File: config.mk
export PLATFORM = sky130hd
export DESIGN_NAME = onc_divider
export DESIGN_NICKNAME = d
export VERILOG_FILES = /design/src/sv/onc_pkg.sv /design/src/sv/onc_divider.sv
export SDC_FILE = /design/constraint.sdc
export NUM_CORES = 2
export LEC_CHECK = 0
export BUFFER_PORTS_ARGS = -buffer_cell sky130_fd_sc_hd__buf_4
export CORE_MARGIN = 2
export CORE_UTILIZATION = 40
export DETAILED_ROUTE_END_ITERATION = 8
export GPL_TIMING_DRIVEN = 0
export PLACE_DENSITY_LB_ADDON = 0.2
export SYNTH_ARGS = -nofsm -noshare
export SYNTH_HDL_FRONTEND = slang
export SYNTH_SLANG_ARGS = --single-unit
File: constraint.sdc
create_clock -name clk -period 3.95 [get_ports clk]
set_input_delay 0.395 -clock clk [delete_from_list [all_inputs] [get_ports clk]]
set_output_delay 0.395 -clock clk [all_outputs]
set_load 0.02 [all_outputs]
File: src/sv/onc_pkg.sv
// ----------------------------------------------------------------------------
// onc_pkg
// Shared constants for the octahedral normal codec.
// ----------------------------------------------------------------------------
`default_nettype none

package onc_pkg;

    localparam logic OP_ENCODE = 1'b0;
    localparam logic OP_DECODE = 1'b1;

endpackage

`default_nettype wire

File: src/sv/onc_divider.sv
// ----------------------------------------------------------------------------
// onc_divider
// Pipelined restoring divider, one quotient bit per stage, for
// round(num * 2^SHIFT / den) on unsigned values. It carries a sideband word.
// ----------------------------------------------------------------------------
`default_nettype none

module onc_divider
    import onc_pkg::*;
#(
    parameter int NUM_BITS  = 17,
    parameter int DEN_BITS  = 18,
    parameter int SHIFT     = 15,
    parameter int Q_BITS    = 18,
    parameter int SIDE_BITS = 1
)
(
    input  wire logic                 clk,
    input  wire logic                 rst_n,
    input  wire logic                 en,
    input  wire logic                 in_valid,
    input  wire logic [NUM_BITS-1:0]  num,
    input  wire logic [DEN_BITS-1:0]  den,
    input  wire logic [SIDE_BITS-1:0] side_in,
    output logic                      out_valid,
    output logic [Q_BITS-1:0]         quo,
    output logic [SIDE_BITS-1:0]      side_out
);

    // Dividend = num*2^SHIFT + den/2; quotient bits from Q_BITS-1 down to 0.
    localparam int DVD_BITS = NUM_BITS + SHIFT + 1;
    localparam int REM_BITS = DEN_BITS + 1;

    logic [DVD_BITS-1:0]  dvd_reg  [Q_BITS+1];
    logic [DEN_BITS-1:0]  den_reg  [Q_BITS+1];
    logic [REM_BITS-1:0]  rem_reg  [Q_BITS+1];
    logic [Q_BITS-1:0]    q_reg    [Q_BITS+1];
    logic [SIDE_BITS-1:0] side_reg [Q_BITS+1];
    logic                 vld_reg  [Q_BITS+1];

    always_comb
    begin
        dvd_reg[0]  = ({{(SHIFT+1){1'b0}}, num} << SHIFT)
                      + {{(SHIFT+NUM_BITS-DEN_BITS+2){1'b0}}, den[DEN_BITS-1:1]};
        den_reg[0]  = den;
        rem_reg[0]  = '0;
        q_reg[0]    = '0;
        side_reg[0] = side_in;
        vld_reg[0]  = in_valid;
    end

    for (genvar s = 0; s < Q_BITS; s++)
    begin : g_stage
        localparam int BIT = Q_BITS - 1 - s;
        logic [REM_BITS+DVD_BITS-1:0] trial;
        logic [REM_BITS+DVD_BITS-1:0] dshift;
        logic [REM_BITS+DVD_BITS-1:0] acc;
        logic                         ge;
        always_comb
        begin
            acc    = {rem_reg[s], dvd_reg[s]};
            dshift = {{(REM_BITS+DVD_BITS-DEN_BITS){1'b0}}, den_reg[s]} << BIT;
            ge     = (BIT < DVD_BITS) && ((acc >> BIT) >=
                     {{(REM_BITS+DVD_BITS-DEN_BITS){1'b0}}, den_reg[s]});
            trial  = ge ? acc - dshift : acc;
        end
        always_ff @(posedge clk or negedge rst_n)
        begin
            if (!rst_n)
            begin
                vld_reg[s+1] <= 1'b0;
            end
            else if (en)
            begin
                vld_reg[s+1] <= vld_reg[s];
            end
        end
        always_ff @(posedge clk)
        begin
            if (en)
            begin
                rem_reg[s+1]  <= trial[REM_BITS+DVD_BITS-1:DVD_BITS];
                dvd_reg[s+1]  <= trial[DVD_BITS-1:0];
                den_reg[s+1]  <= den_reg[s];
                q_reg[s+1]    <= q_reg[s] | (Q_BITS'(ge) << BIT);
                side_reg[s+1] <= side_reg[s];
            end
        end
    end

    assign out_valid = vld_reg[Q_BITS];
    assign quo       = q_reg[Q_BITS];
    assign side_out  = side_reg[Q_BITS];

endmodule

`default_nettype wire

==> results.sh <==
export IMPL_status="finished clean"
export IMPL_grt_pass1_vias=43600
export IMPL_die_area_um2=169000
export IMPL_multiInputGateArea_um2=27400
export IMPL_die_w_um=411
export IMPL_antenna_cells=0
export IMPL_vias=43400
export IMPL_drc_errors=0
export IMPL_period_needed_ps=3830
export IMPL_clkSinkCount=1231
export IMPL_whs_ps=43.6
export IMPL_r2r_start="dvd_reg[169]$_DFFE_PP_"
export IMPL_mostFrequentLayoutCell="edfxtp_1"
export IMPL_synth_edf_count=1213
export IMPL_min_path_type="in2reg"
export IMPL_grt_pass1_wl_mm=234
export IMPL_synth_compound_area_share_pct=11.1
export IMPL_wl_mm=149
export IMPL_required_ps=4470
export IMPL_syn_num_nets=6087
export IMPL_portBuffers=59
export IMPL_synthAdderAreaFrac_pct=6.68
export IMPL_grt_usage_pct=17.5
export IMPL_synthArstFlopShare_pct=1.46
export IMPL_synth_ff_type="edfxtp_1"
export IMPL_maxCapViolations=0
export IMPL_fmax_mhz=261
export IMPL_arrival_ps=4340
export IMPL_crit_path_max_incr_delay_ps=450
export IMPL_worstSkewPairLatency_ps=770
export IMPL_ys_top_cells_by_area="edfxtp_1 55%, ha_1 6.1%, xnor2_1 4.7%, xor2_1 3.4%, a21oi_1 2.5%"
export IMPL_ys_ff_latch=1231
export IMPL_cts_buffers=140
export IMPL_regArea_um2=36900
export IMPL_synth_area_per_cell_um2=11.6
export IMPL_ir_worst_vdd_v=0.000481
export IMPL_maxSlewViolCount=0
export IMPL_synth_top_area_share_pct=55.1
export IMPL_synth_top_family_by_area="simple AND/OR/NAND/NOR gates"
export IMPL_worstSetupPathType="reg2reg"
export IMPL_coreArea_um2=165000
export IMPL_fin_crit_sh_pct=96.9
export IMPL_io_pins=60
export IMPL_cellPowerDensity_nw_per_um2=615
export IMPL_synth_seq_area_share_pct=55.8
export IMPL_cts_max_path_buffers=3
export IMPL_overflow=0
export IMPL_synth_warnings=0
export IMPL_slew_headroom_pct=19.4
export IMPL_reg2reg_to="dvd_reg[164]$_DFFE_PP_"
export IMPL_htree_levels=4
export IMPL_routabilityCongestion=0.907
export IMPL_die_y_um=411
export IMPL_crit_path_start="dvd_reg[169]$_DFFE_PP_"
export IMPL_start_util_pct=40.2
export IMPL_synth_simple_gate_area_share_pct=13.6
export IMPL_place_hpwl_mm=112
export IMPL_final_setup_viol_count=0
export IMPL_synth_area_um2=66100
export IMPL_dp_cells=7960
export IMPL_hold_violations=0
export IMPL_area_growth_pct=13.0
export IMPL_synth_top_cell_by_area="edfxtp_1"
export IMPL_num_fill_cells=15100
export IMPL_synth_xor_area_share_pct=8.08
export IMPL_clk_pin_slew_worst_paths_ps=60
export IMPL_stdcell_count=8241
export IMPL_start_kind="flip-flop"
export IMPL_placementRows=149
export IMPL_wl_per_cell_um=18.1
export IMPL_reg2regPathDepth=12
export IMPL_cp_max_fo=10
export IMPL_hold_path_depth=1
export IMPL_slowest_stage="a21oi_2"
export IMPL_clock_skew_ps=28.6
export IMPL_cts_root_buf="clkbuf_16"
export IMPL_cts_tree="yes"
export IMPL_crit_chain="inv_1 > ha_1 > fa_1 > nand2b_1 > a21oi_1 > o211ai_1 > a211oi_2 > o21ai_0 > a21oi_2 > clkbuf_1 > nand4_1 > xnor2_1"
export IMPL_routed_via_density=5.26
export IMPL_antenna_found_initial=0
export IMPL_hp_start="en"
export IMPL_finalNetCount=6323
export IMPL_most_common_layout_cells="1213 x edfxtp_1, 403 x inv_1, 383 x nand2_1, 377 x nor2_1, 350 x xnor2_1"
export IMPL_worst_slew_pin_slew_ps=1210
export IMPL_hold_path_end="side_reg[15]$_DFFE_PP_"
export IMPL_synthMuxAreaShare_pct=1.42
export IMPL_largest_reg_flops=561
export IMPL_first_iter_violations=2778
export IMPL_leakagePower_nw=27.6
export IMPL_endpoint_kind="flip-flop"
export IMPL_final_antenna_net_count=0
export IMPL_synthCells=5705
export IMPL_rrSetupSlack_ps=120
export IMPL_synth_cell_types=101
export IMPL_dr_pass1_iters=5
export IMPL_drive_gt1_share_pct=8.69
export IMPL_grt_max_degree=206
-- worst max path at each step --
stage | end | depth (start not counted)
2_1_floorplan | g_stage[1].acc[33]$_SDFFCE_PN0P_ | 16
3_3_place_gp | vld_reg[9]$_DFFE_PN0P_ | 4
3_5_place_dp | g_stage[1].acc[35]$_SDFFCE_PN0P_ | 17
4_1_cts | dvd_reg[491]$_DFFE_PP_ | 14
5_1_grt | g_stage[12].acc[48]$_DFFE_PP_ | 10
6_report | dvd_reg[164]$_DFFE_PP_ | 12
-- worst max-delay path, delay by kind of cell (launching register included) --
family | cells | cell delay [ps]
flops | 1 | 380
buf+inv | 2 | 510
fa+ha+maj | 2 | 610
xor+xnor | 1 | 160
compound gates | 5 | 1530
simple gates | 2 | 380
-- cell type report --
cell class	instances	area share, %
Clock buffer	171	4.90
Tap cell	2189	3.67
Multi-Input combinational cell	3916	36.6
Sequential cell	1231	49.3
Clock inverter	82	1.24
Timing Repair Buffer	98	1.27
Buffer	144	0.911
Inverter	410	2.07
-- per-layer routing --
layer / routed length [um] / global-route usage [%]
met5: 0 / 0
met4: 6300 / 7.81
met3: 4880 / 2.64
met2: 78800 / 33.1
met1: 58800 / 19.1
-- stage by stage --
step	worst slack [ps]	cell area, um2	TNS, ps	utilization [%]	power, mW
2_1_floorplan	8.13	66100	0	-	29.3
5_1_grt	-59.1	74700	-59.1	45.4	48.8
6_report	123	74700	0	45.4	46.0
3_5_place_dp	-984	69500	-64020	42.2	33.0
4_1_cts	0.639	74500	0	45.2	46.2
3_3_place_gp	-8700	69300	-9644390	42.1	33.1
-- synth_stat cells (106+ instances only) --
cell type  number
edfxtp_1     1213
inv_1         404
nand2_1       383
nor2_1        378
xnor2_1       351
a21oi_1       326
ha_1          324
o21ai_0       270
xor2_1        259
nor3_1        168
a21o_1        148
nand3_1       138
nor4_1        106
-- cells by family after synthesis --
group / count (synthesis)
adder cells (fa/ha/maj): 342
AO/OA/AOI/OAI: 1149
multiplexers: 84
AND/OR/NAND/NOR: 1731
XOR/XNOR: 610
flip-flops: 1231
buffers and inverters: 558
-- report_power, final --
group	switching, mW	internal, mW
logic	7.99	5.86
clock network	5.35	7.53
registers	1.70	17.6
total	15.0	30.9
-- what timing repair did --
| item | in CTS | in global routing |
|---|---|---|
| hold buffers | 23 | 0 |
| gates cloned | 0 | 1 |
| setup endpoints to repair | 200 | 265 |
| pin swaps | 1 | 6 |
| buffers inserted | 2 | 6 |
| endpoints found under the hold margin | 39 | 0 |
| gates resized for setup | 37 | 47 |
(Power assumes the default switching activity.)
