[src/sv/onc_isqrt.sv]
// ----------------------------------------------------------------------------
// onc_isqrt
// Pipelined integer square root, one result bit per stage.
// ----------------------------------------------------------------------------
`default_nettype none

module onc_isqrt
#(
    parameter int N_BITS    = 34,
    parameter int SIDE_BITS = 1
)
(
    input  wire logic                    clk,
    input  wire logic                    rst_n,
    input  wire logic                    en,
    input  wire logic                    in_valid,
    input  wire logic [N_BITS-1:0]       n,
    input  wire logic [SIDE_BITS-1:0]    side_in,
    output logic                         out_valid,
    output logic [(N_BITS + 1) / 2 - 1:0] root,
    output logic [SIDE_BITS-1:0]         side_out
);

    localparam int R_BITS = (N_BITS + 1) / 2;

    logic [N_BITS-1:0]    rem_reg  [R_BITS+1];
    logic [R_BITS-1:0]    res_reg  [R_BITS+1];
    logic [SIDE_BITS-1:0] side_reg [R_BITS+1];
    logic                 vld_reg  [R_BITS+1];

    always_comb
    begin
        rem_reg[0]  = n;
        res_reg[0]  = '0;
        side_reg[0] = side_in;
        vld_reg[0]  = in_valid;
    end

    for (genvar s = 0; s < R_BITS; s++)
    begin : g_stage
        localparam int BIT = R_BITS - 1 - s;
        logic [2*R_BITS+1:0] trial;
        logic                ge;
        always_comb
        begin
            // Try setting this bit: (res + 2^BIT)^2 - res^2 = (2*res + 2^BIT) * 2^BIT.
            trial = (({2'b0, R_BITS'(0), res_reg[s]} << 1) |
                     ((2*R_BITS+2)'(1) << BIT)) << BIT;
            ge    = {{(2*R_BITS+2-N_BITS){1'b0}}, rem_reg[s]} >= trial;
        end
        always_ff @(posedge clk or negedge rst_n)
        begin
            if (!rst_n)
            begin
                vld_reg[s+1] <= 1'b0;
            end
            else if (en)
            begin
                vld_reg[s+1] <= vld_reg[s];
            end
        end
        always_ff @(posedge clk)
        begin
            if (en)
            begin
                rem_reg[s+1]  <= ge ? rem_reg[s] - N_BITS'(trial) : rem_reg[s];
                res_reg[s+1]  <= res_reg[s] | (R_BITS'(ge) << BIT);
                side_reg[s+1] <= side_reg[s];
            end
        end
    end

    assign out_valid = vld_reg[R_BITS];
    assign root      = res_reg[R_BITS];
    assign side_out  = side_reg[R_BITS];

endmodule

`default_nettype wire

[config.mk]
export PLATFORM = sky130hd
export DESIGN_NAME = onc_isqrt
export DESIGN_NICKNAME = d
export VERILOG_FILES = /design/src/sv/onc_isqrt.sv
export SDC_FILE = /design/constraint.sdc
export NUM_CORES = 1
export LEC_CHECK = 0
export CAP_MARGIN = 20
export CORE_MARGIN = 2
export CORE_UTILIZATION = 55
export CTS_BUF_LIST = sky130_fd_sc_hd__clkbuf_4
export DETAILED_ROUTE_END_ITERATION = 8
export DONT_BUFFER_PORTS = 1
export GPL_TIMING_DRIVEN = 0
export PLACE_DENSITY = 0.79
export SYNTH_ARGS = -nofsm -noshare
export SYNTH_HDL_FRONTEND = slang
export SYNTH_SLANG_ARGS = --single-unit
[constraint.sdc]
create_clock -name clk -period 3.2 [get_ports clk]
set_input_delay 0.48 -clock clk [delete_from_list [all_inputs] [get_ports clk]]
set_output_delay 0.48 -clock clk [all_outputs]
set_load 0.005 [all_outputs]
==> impl_metrics.yaml, run 1 <==
cells_and_area:
  seqCellArea_um2: 21900
  design_area_um2: 39100
  nNetsFinal: 3100
  final_util_pct: 63.4
  syn2layout_area_growth_pct: 14.0
  fill_cells: 4427
  multiInputGateArea_um2: 12000
  drive_above_1_share_pct: 15.4
  largest_reg_flops: 544
yosys:
  synth-xor-area-share_pct: 5.83
  ys_seq_area_share_pct: 63.8
  synth_compound_area_share_pct: 8.37
  syn_avg_cell_area_um2: 13.1
  synth.top_cells.by_count: "edfxtp_1 (714), inv_1 (196), ha_1 (166)"
  ys_types: 71
  yosys.area_share.adder_pct: 6.06
  synth.area.top_cells: "edfxtp_1 (63%), ha_1 (6.1%), xnor2_1 (3.0%)"
  synth.largest_area_cell: "edfxtp_1"
  syn_inst: 2622
  synth_top_family_by_area: "simple AND/OR/NAND/NOR gates"
  yosysMostFrequentCell: "edfxtp_1"
  synthArstFlopShare_pct: 2.33
  synthMuxAreaShare_pct: 1.56
  yosysWarnings: 0
  synth-seq-cells: 731
  synthFlopType: "edfxtp_1"
  synth_edf_count: 714
  synth_top_area_share_pct: 62.6
  synth-simple-area-share_pct: 11.7
  netlist_area_um2: 34300
  synth_fp_nets: 2827
clock_tree:
  h-tree-depth: 4
  cts_root_buf: "clkbuf_4"
  cts_buffers: 179
  clock-sinks: 731
  clock_latency_ps: 1050
  cts.clk_slew.worst_paths_ps: 70
  cts_tree: "built"
  clockBufferDepth: 3
  hold_buffers: 73
setup_path:
  arrival_ps: 3850
  cp_data_required_time_ps: 3920
  cp-start-kind: "register"
  path_max_fanout: 10
  path_class: "register to register"
  rrSetupSlack_ps: 70
  end_kind: "register"
drt:
  vias_per_cell: 5.74
  drt_pre_antenna_iters: 5
  wl_mm: 75.6
  postRouteAntennaNets: 0
  drt_iter0_markers: 1865
  drc: 0
  vias: 22200
  wire_per_inst_um: 19.5
grt:
  grt_use_met2_pct: 46.9
  grt_use_met1_pct: 22.1
  antenna_found_initial: 1
  top_usage_layer: "met2"
  grt_max_degree: 716
  met3_usage_pct: 5.30
  grt_overflow: 0
  grt_pass1_vias: 23200
  grtUsageTotal_pct: 23.9
  grt_first_pass_wirelength_mm: 118
status:
  outcome: "finished with violations"
  violations: "negative hold slack, max-slew violations"
power:
  power_density_nw_per_um2: 648
  p_leak_uw: 0.0148
  power_uw: 25300
  max-vdd-ir-drop_mv: 0.533
floorplanning:
  io_pins: 58
  fp.dieH_um: 254
  rows: 91
  fp.dieArea_um2: 64300
  die_w_um: 254
  initial_core_util_pct: 55.6
  coreArea_um2: 61600
flow_run:
  max_cap_viol_count: 0
place:
  place_area_um2: 35300
  gp_congestion: 0.955
  hpwlAfterDp_mm: 50.0
  port_buffers: 0
  place_ws_ps: -635
sta:
  fin_hold_ws_ps: -215
  tightest_slew_ps: 2400
  rsz0062_at_grt: "true"
  final.setup_skew_ps: 81.3
  hold_viol: 26
  fin_crit_ps: 3130
  max-slew-margin-rel_pct: -60.3
  post-route-worst-setup-slack_ps: 74.5
  period_share_pct: 97.7
  setup_violations: 0
  final_max_slew_viol_count: 539
  fmax_ghz: 0.320
min_path:
  hp-class: "input pin to register"
## area by class of cell
type | instances | area share, %
diodes | 1 | 0.00641
well taps | 837 | 2.68
inverters | 196 | 1.88
clock buffers | 266 | 5.11
multi-input cells | 1650 | 30.6
plain buffers | 43 | 0.580
repair buffers | 94 | 2.27
clock inverters | 54 | 0.852
flip-flops and latches | 731 | 56.0
## timing repair
| item | in CTS | in global routing |
|---|---|---|
| setup endpoints to repair | 131 | 116 |
| hold endpoints to repair | 775 | 231 |
| setup buffers | 4 | 15 |
| resized for setup | 51 | 67 |
| pin swaps | 4 | 11 |
## metrics by stage
stage                     instances  setup TNS [ps]
after global routing           3872            -296
final                          3872               0
after detailed placement       3461          -30320
after global placement         3459          -37370
after floorplan                2622               0
after CTS                      3857               0
## cells by family after synthesis
family                     Yosys count
AOI/OAI and AO/OA                  461
muxes                               48
and+or+nand+nor                    747
xor gates and xnor gates           228
buffers and inverters              241
DFF                                731
adders and majority gates          166
## power by group
part | switching [uW] | internal (uW) | leakage [uW]
clock | 3960 | 3870 | 0.00138
combinational | 2460 | 1990 | 0.00635
sequential | 918 | 12100 | 0.00705
total | 7340 | 17900 | 0.0148
## worst paths after layout
| check | cells after the start | startpoint | endpoint |
|---|---|---|---|
| setup / recovery | 10 | g_stage[5].trial[28] | rem_reg[398] |
| hold / removal | 0 | en | g_stage[7].trial[22] |
| setup reg to reg | 10 | g_stage[5].trial[28] | rem_reg[398] |
| hold reg to reg | 0 | side_reg[12] | side_reg[11] |
| max in group asynchronous | 2 | rst_n | vld_reg[13] |
| min in group asynchronous | 2 | rst_n | vld_reg[5] |
## worst max-delay path, cell delays in order (launching register included)
cell      delay [ps]
edfxtp_1         430
inv_1             60
ha_1             350
nor4bb_1         500
nand4_1          290
nor4_1           430
nor3_1           130
nor4b_4          180
clkbuf_2         230
nand2_1          100
o21ai_0           90
## routing by layer
| layer | wire, um | share of wire [%] | vias to the layer above |
|---|---|---|---|
| met5 | 0 | 0 | - |
| met4 | 4120 | 5.4 | 0 |
| met3 | 3440 | 4.6 | 256 |
| met2 | 42400 | 56 | 737 |
| met1 | 25600 | 34 | 10700 |
| li1 | - | - | 10500 |
## layout by cell type (no fill, tap or decap), drive strengths merged, types with 42 or more instances in the layout
master / count
nand2: 159
dlygate4sd3: 73
clkinv: 46
o21ai: 137
xor2: 112
mux2: 42
ha: 166
nand4: 42
nor4: 80
a21oi: 125
edfxtp: 714
clkbuf: 292
xnor2: 116
inv: 202
nor3: 86
nor2: 134
(Power assumes the default switching activity.)
==> run 2, diff against run 1 <==
- SLEW_MARGIN: not set -> 40
- clock period: 3.2 -> 3.98 ns (I/O delays scaled with it)
==> run 2 against run 1 <==
Highest routed layer unchanged. Global-route usage fell by 1.2 points. Utilization fell by 1.6 points. Maximum frequency fell by 15%. Sequential share of layout area rose by 1.4 points. First-iteration DRC count fell by 21%. Clock power fell by 25%. Critical path type unchanged. Largest cell class unchanged. Register-to-register slack improved by 210 ps. Critical path depth did not move. Combinational power fell by 21%. The run now ends clean.
==> impl_metrics.yaml, run 2 (synthesis gave the netlist of run 1 again) <==
drt:
  vias: 21800
  wire_per_inst_um: 18.8
  wl_mm: 71.8
  postRouteAntennaNets: 0
  drt_pre_antenna_iters: 5
  drc: 0
  vias_per_cell: 5.72
  drt_iter0_markers: 1465
setup_path:
  path_class: "register to register"
  end_kind: "register"
  arrival_ps: 4420
  cp_data_required_time_ps: 4700
  cp-startpoint: "rem_reg[78]"
  cp-start-kind: "register"
  path_max_fanout: 10
  reg2reg_from: "rem_reg[78]"
place:
  place_area_um2: 35300
  gp_congestion: 0.955
  port_buffers: 0
  hpwlAfterDp_mm: 49.8
sta:
  rsz0062_at_grt: "false"
  final.setup_skew_ps: 66.2
  hold_viol: 0
  finalSetupTns_ps: 0
  fin_crit_ps: 3700
  fmax_ghz: 0.271
  final_max_slew_viol_count: 0
  period_share_pct: 92.9
  setup_violations: 0
  tightest_slew_ps: 854
  max-slew-margin-rel_pct: 42.6
cells_and_area:
  nNetsFinal: 3056
  syn2layout_area_growth_pct: 11.2
  final_cell_mix: "edfxtp_1 (714), clkbuf_4 (234), inv_1 (196)"
  largest_reg_flops: 544
  fill_cells: 4542
  final_common_cell: "edfxtp_1"
  final_util_pct: 61.8
  design_area_um2: 38100
  drive_above_1_share_pct: 12.1
grt:
  grt_first_pass_wirelength_mm: 113
  grtUsageTotal_pct: 22.7
  antenna_found_initial: 1
  grt_max_degree: 716
  grt_overflow: 0
  grt_pass1_vias: 22500
power:
  p_leak_uw: 0.0144
  power_uw: 19800
  max-vdd-ir-drop_mv: 0.399
  power_density_nw_per_um2: 519
clock_tree:
  clock-sinks: 731
  clockBufferDepth: 3
  clock_latency_ps: 1040
  cts_root_buf: "clkbuf_4"
  cts_setup_buffers: 0
  cts_tree: "built"
  cts_buffers: 179
  h-tree-depth: 4
  cts.clk_slew.worst_paths_ps: 70
floorplanning:
  io_pins: 58
  die_w_um: 254
  fp.dieH_um: 254
  coreArea_um2: 61600
  rows: 91
  fp.dieArea_um2: 64300
  initial_core_util_pct: 55.6
min_path:
  hold_start: "en"
  hp-class: "input pin to register"
status:
  outcome: "finished clean"
flow_run:
  max_cap_viol_count: 0
==> run 2: cell count changes in the layout (fill, tap and decap cells not counted), sizes merged <==
cell         change
clkinv          +20
clkbuf          -28
dlygate4sd3     -32
buf             -17
==> run 2: worst max-delay path, stage by stage (launching register included) <==
cell      delay, ps
edfxtp_1        390
ha_1            410
nand4_1         190
or4b_2          730
or3_1           480
nand3_1         120
a21oi_1         100
inv_1           310
clkbuf_4        340
nand4_1         140
xnor2_1         190
==> run 2: worst paths after layout <==
kind,end,slack [ps],depth (start not counted)
setup / recovery,rem_reg[66],280,10
hold / removal,rem_reg[260],90,1
setup reg to reg,rem_reg[66],280,10
hold reg to reg,g_stage[16].trial[12],410,0
max in group asynchronous,vld_reg[10],2470,4
min in group asynchronous,vld_reg[15],540,3
==> run 2: cell type report <==
type	count	area, um^2	area share [%]
flip-flops and latches	731	21900	57.4
multi-input cells	1650	11500	30.2
clock buffers	233	1750	4.59
well taps	837	1050	2.75
inverters	196	736	1.93
repair buffers	48	581	1.52
clock inverters	74	413	1.08
plain buffers	45	191	0.502
diodes	1	2.50	0.00657
==> run 2: through the flow <==
step,setup slack (ps),hold WS (ps),std cells
after floorplan,1100,301,2622
after detailed placement,217,302,3459
after CTS,182,-209,3804
final,284,91.9,3815
after global routing,36.8,16.6,3815
after global placement,171,302,3459
==> run 2: power by group <==
group,internal [uW],total [uW],switching (uW)
Sequential,9700,10400,707
Combinational,1500,3520,2020
Clock,2790,5850,3050
Total,14000,19800,5780
==> run 2: metal layers <==
metal	global-route usage [%]	up-vias	routed length [um]
met5	0	-	0
met1	21.6	10500	24700
li1	-	10500	-
met3	4.35	199	2920
met2	44.7	638	40900
met4	13.0	0	3170
==> run 2: what timing repair did <==
action                                  in CTS  in global routing
hold buffers                                38                  5
endpoints found under the hold margin      722                 78
resized for setup                            0                  2
endpoints found under the setup margin       0                  2
